===== src/rtl/multi_writer_frame_ring_macros.svh =====
// ----------------------------------------------------------------------------
// Frame ring assertion macros
// Concurrent checks on clk with rst_n as the disable condition. They expand
// to nothing when SYNTHESIS is defined.
// ----------------------------------------------------------------------------
`ifndef MULTI_WRITER_FRAME_RING_MACROS_SVH
`define MULTI_WRITER_FRAME_RING_MACROS_SVH

`ifndef SYNTHESIS

// Consequent must hold in the same cycle as the antecedent.
`define MWFR_ASSERT_IMPL(label, ante, cons) \
    label: assert property (@(posedge clk) disable iff (!rst_n) (ante) |-> (cons)) \
        else $error("frame ring check failed");

// Consequent must hold in the cycle after the antecedent.
`define MWFR_ASSERT_NEXT(label, ante, cons) \
    label: assert property (@(posedge clk) disable iff (!rst_n) (ante) |=> (cons)) \
        else $error("frame ring check failed");

`else

`define MWFR_ASSERT_IMPL(label, ante, cons)
`define MWFR_ASSERT_NEXT(label, ante, cons)

`endif

`endif


===== src/rtl/mwfr_pkg.sv =====
// ----------------------------------------------------------------------------
// Frame ring package
// Item types, command and status codes, register indexes and helpers shared
// by the frame ring modules.
// ----------------------------------------------------------------------------
package mwfr_pkg;

    localparam int CFG_IDX_W      = 2;
    localparam int CFG_DATA_W     = 7;
    localparam int FRAMES_READY_W = 4;

    localparam logic [CFG_IDX_W-1:0] CFG_FRAME_BYTES    = 2'd0;
    localparam logic [CFG_IDX_W-1:0] CFG_FRAMES_IN_RING = 2'd1;
    localparam logic [CFG_IDX_W-1:0] CFG_ACTIVE_WRITERS = 2'd2;

    localparam logic CMD_WRITE = 1'b0;
    localparam logic CMD_READ  = 1'b1;

    localparam logic [1:0] STATUS_OK    = 2'd0;
    localparam logic [1:0] STATUS_FULL  = 2'd1;
    localparam logic [1:0] STATUS_EMPTY = 2'd2;

    typedef struct packed {
        logic       cmd;
        logic [2:0] writer;
        logic [5:0] byte_pos;
        logic [7:0] data_in;
        logic       end_of_frame;
    } req_t;

    typedef struct packed {
        logic [1:0]                status;
        logic [7:0]                data_out;
        logic                      last;
        logic                      writer_full;
        logic [FRAMES_READY_W-1:0] frames_ready;
    } rsp_t;

    // Compare results of the slot distance unit.
    typedef struct packed {
        logic at_full;
        logic below_min;
    } dist_flags_t;

    function automatic int clamp_cfg(int value, int lo, int hi);
        int result;
        result = value;
        if (value < lo) begin
            result = lo;
        end else if (value > hi) begin
            result = hi;
        end
        return result;
    endfunction

endpackage


===== src/rtl/mwfr_dist.sv =====
// ----------------------------------------------------------------------------
// Frame ring slot distance unit
// Shared modular subtract: slots between a writer pointer and the read
// pointer, compared against the full mark and a running minimum.
// ----------------------------------------------------------------------------
module mwfr_dist
    import mwfr_pkg::*;
#(
    parameter int SW = 4
) (
    input  logic [SW-1:0] wslot,
    input  logic [SW-1:0] rslot,
    input  logic [SW-1:0] fir,
    input  logic [SW:0]   cur_min,
    output logic [SW-1:0] gap,
    output dist_flags_t   flags
);

    logic [SW:0] slots;
    logic [SW:0] diff;

    always_comb
    begin
        slots = {1'b0, fir} + {{SW{1'b0}}, 1'b1};
        if (wslot >= rslot)
        begin
            diff = {1'b0, wslot} - {1'b0, rslot};
        end
        else
        begin
            // Pointer wrapped past the end of the ring.
            diff = ({1'b0, wslot} + slots) - {1'b0, rslot};
        end
        gap             = diff[SW-1:0];
        flags.at_full   = (diff[SW-1:0] == fir);
        flags.below_min = ({1'b0, diff[SW-1:0]} < cur_min);
    end

endmodule


===== config.mk =====
export PLATFORM = sky130hd
export DESIGN_NAME = mwfr_dist
export DESIGN_NICKNAME = d
export VERILOG_FILES = /design/src/rtl/multi_writer_frame_ring_macros.svh /design/src/rtl/mwfr_pkg.sv /design/src/rtl/mwfr_dist.sv
export SDC_FILE = /design/constraint.sdc
export NUM_CORES = 1
export LEC_CHECK = 0
export BUFFER_PORTS_ARGS = -buffer_cell sky130_fd_sc_hd__buf_4
export CORE_AREA = 5 5 42 44
export DETAILED_ROUTE_END_ITERATION = 12
export DIE_AREA = 0 0 47 49
export GPL_TIMING_DRIVEN = 0
export PLACE_DENSITY = 0.76
export SYNTH_ARGS = -nofsm -noshare
export SYNTH_HDL_FRONTEND = slang
export SYNTH_SLANG_ARGS = --single-unit

===== constraint.sdc =====
create_clock -name vclk -period 8
set_input_delay 0.8 -clock vclk [all_inputs]
set_output_delay 0.8 -clock vclk [all_outputs]
set_load 0.01 [all_outputs]

* Word-level counts from Yosys, hierarchy flattened
Index checks and enable logic that the tools add are counted.
** Operators by class
- Add/subtract/negate cells :: 4
- Multiplexer cells :: 1
- $lt $le $gt $ge :: 2
- Eq/ne operators :: 1
** Operators by type and width (count)
- 4-bit subtractor :: 2
- 4-bit by 5-bit less-than comparator with 1-bit output :: 1
- 4-bit by 1-bit adder with 4-bit output (second input constant) :: 1
- 4-bit adder :: 1
- 4-bit == test :: 1
- 4-bit greater-or-equal comparator :: 1
- 4-bit 2-to-1 mux :: 1
** Word-level totals
- Logic and storage cells :: 8
- Bits of input ports :: 17
- Output and inout port bits :: 6
- Flip-flop bits (word level) :: 0

* Logic depth before layout (Yosys ltp)
- Depth in word-level cells :: 5
- Depth in mapped cells :: 13
- Gate-level depth less buffers :: 13

* Worst setup path after synthesis
No wires, ideal clock.
- Path type :: input to output
- From :: in wslot[0]
- To :: out flags[0] in the netlist's numbering
- Data arrival time :: 3.277 ns
- Stages :: 13
- Data required time :: 7.200 ns
- Setup slack :: 3.923 ns
- Path buffers :: 0
- Path through :: inv_1 -> fa_1 -> inv_1 -> ha_1 -> a21o_1 -> a21oi_2 -> xnor2_1 -> xor2_1 -> mux2_2 -> ha_1 -> a21oi_1 -> nor2b_1 -> a221o_1
** RTL lines
- from (decl) :: RTL line mwfr_dist.sv:11 : input logic [SW-1:0] wslot,
- to (decl) :: RTL line mwfr_dist.sv:16 : output dist_flags_t flags

==> metrics <==
nets=128; sw power=43.3 µW; Setup WS pre-CTS=3.61 ns; Min-Delay Path Depth=3; Die Span X=47 µm; num rows=14; Ant. Diodes=0; per-cell routed wire length=11.7 µm; RSZ-0062 raised after global routing=false; Vias=556; PwrDens=116 nW/µm²; final worst path period share=54.7%; CP Class=input port to primary output; register area share after synthesis=0%; placed cell count=111; placer's final routability congestion estimate=0.800; Seq pwr share=0%; Fmax=229 MHz; synth top area cells=ha_1 (21%), fa_1 (13%), inv_1 (13%), xnor2_1 (8.8%), xor2_1 (4.4%); total grt overflow=0; Core Area=1400 µm²; Die Ht=49 µm; status=finished, final reports clean; vias in the first global route=584; final setup margin=3.62 ns; Tmin final=4.38 ns; Final Setup Violations=0; CP arrival=3.58 ns; DRT iter0 DRCs=2; crit end category=primary output; sequential cells=0; DR pass1 iterations=2; mapped cell area=599 µm²; most frequent cells in the layout=buf_4 (24), inv_1 (21), ha_1 (10); Post-Synthesis Cells=72; clock network power share=0%; Post-CTS Hold Buffers=0; commonest non-fill, non-tap cell in the layout=buf_4; HPWL after DPL=1.24 mm; Total GRT Usage=12.1%; YS warnings=0; antenna violations before repair=0; total negative setup slack=0 ns; clkbuf count=0; Syn Nets=103; full die area=2300 µm²; final wirelength=1.30 mm; postcts setup bufs=0; Slew HR=84.3%; Residual DRC=0; WP data required=7.20 ns; PostCTS Resize Cnt=0; Int Pwr=48.7 µW; Critical path origin=wslot[1]; # port buffers=23; global-route wire length before repair=2.21 mm; Slew @ Worst Pin=0.230 ns; I/O Pins=23; P&R area growth vs syn=32.2%; Synth area leader=ha_1; layout cells sized above 1=33.7%; Layout Cells excl Fill=111; Slew Viols, Final=0; total power=92.0 µW; combinational power share=100.0%; Tightest Hold Check Type=input port to primary output; worst-path fanout max=6; remaining antenna violation count=0; Register Area=0 µm²; final hold violations=0; footprint of the multi-input gates=513 µm²; max cap viols=0; Hold Path Sink=flags[0]; LEAKAGE=0.441 nW; Hold Path Origin=cur_min[4]; top cell type's share of synthesized area=20.9%; Layout fillers=139; Avg Inst Size Synth=8.32 µm²; largest net degree at the start of global routing=7; Peak VDD IR=0.0430 mV; synth unique cells=24; vias per std cell=5.01; Initial Util=42.8%; crit path launch type=input port; switching part of the total=47.0%
-- cells in the mapped netlist, drive strengths merged --
| cell type | number |
|---|---|
| o21a | 1 |
| a21o | 2 |
| a211oi | 1 |
| nor2 | 2 |
| xor2 | 3 |
| nor2b | 1 |
| o21ai | 3 |
| nor4b | 1 |
| mux2 | 2 |
| buf | 1 |
| nand3b | 2 |
| xnor2 | 6 |
| mux2i | 1 |
| nand2 | 2 |
| a21oi | 6 |
| inv | 21 |
| a211o | 1 |
| fa | 4 |
| a221o | 1 |
| xor3 | 1 |
| ha | 10 |
-- metal layers --
metal,vias to the layer above,global-route usage (%),share of wire [%]
met5,-,0,0
met4,0,1.84,0.69
met1,257,12.6,34
li1,280,-,-
met3,2,1.48,8.2
met2,17,24.2,57
-- power by group through the flow --
stage	combinational [mW]	clock, mW	sequential (mW)
floorplan	0.0625	0	0
global placement	0.0897	0	0
detailed placement	0.0932	0	0
CTS	0.0935	0	0
global route	0.103	0	0
finish	0.0920	0	0
-- worst max-delay path: stages --
cell and delay (ns):
buf_4 0.10, inv_1 0.04, ha_1 0.39, inv_1 0.08, ha_1 0.30, a21o_1 0.20, a21oi_2 0.14, xnor2_1 0.10
xor2_1 0.14, mux2_2 0.28, ha_1 0.29, a21oi_1 0.08, nor2b_1 0.13, a221o_1 0.33, buf_4 0.14
-- logic make-up after synthesis --
kind of cell	Yosys count	share of synthesized area [%]
simple gates	8	8.56
xor+xnor	10	17.1
mux	3	5.43
buf+inv	22	14.4
compound gates	15	20.3
fa+ha+maj	14	34.2
-- cell type report --
type,instances,share of cell area [%]
buffer,1,0.948
inverter,21,9.95
timing repair buffer,23,21.8
tap,16,2.53
multi-input combinational,50,64.8
-- worst max path at each step --
stage | end | slack, ns
finish | flags[0] | 3.62
global route | flags[0] | 3.46
CTS | flags[0] | 3.61
detailed placement | flags[0] | 3.61
global placement | flags[0] | 3.67
floorplan | flags[0] | 3.92
-- through the flow --
stage / hold slack [ns] / utilization [%] / instance area [µm²]
2_1_floorplan: 1.73 / - / 599
3_3_place_gp: 1.88 / 56.5 / 792
3_5_place_dp: 1.88 / 56.5 / 792
4_1_cts: 1.88 / 56.5 / 792
5_1_grt: 1.88 / 56.5 / 792
6_report: 1.87 / 56.5 / 792
No activity file was read; power rests on OpenSTA's default activity.
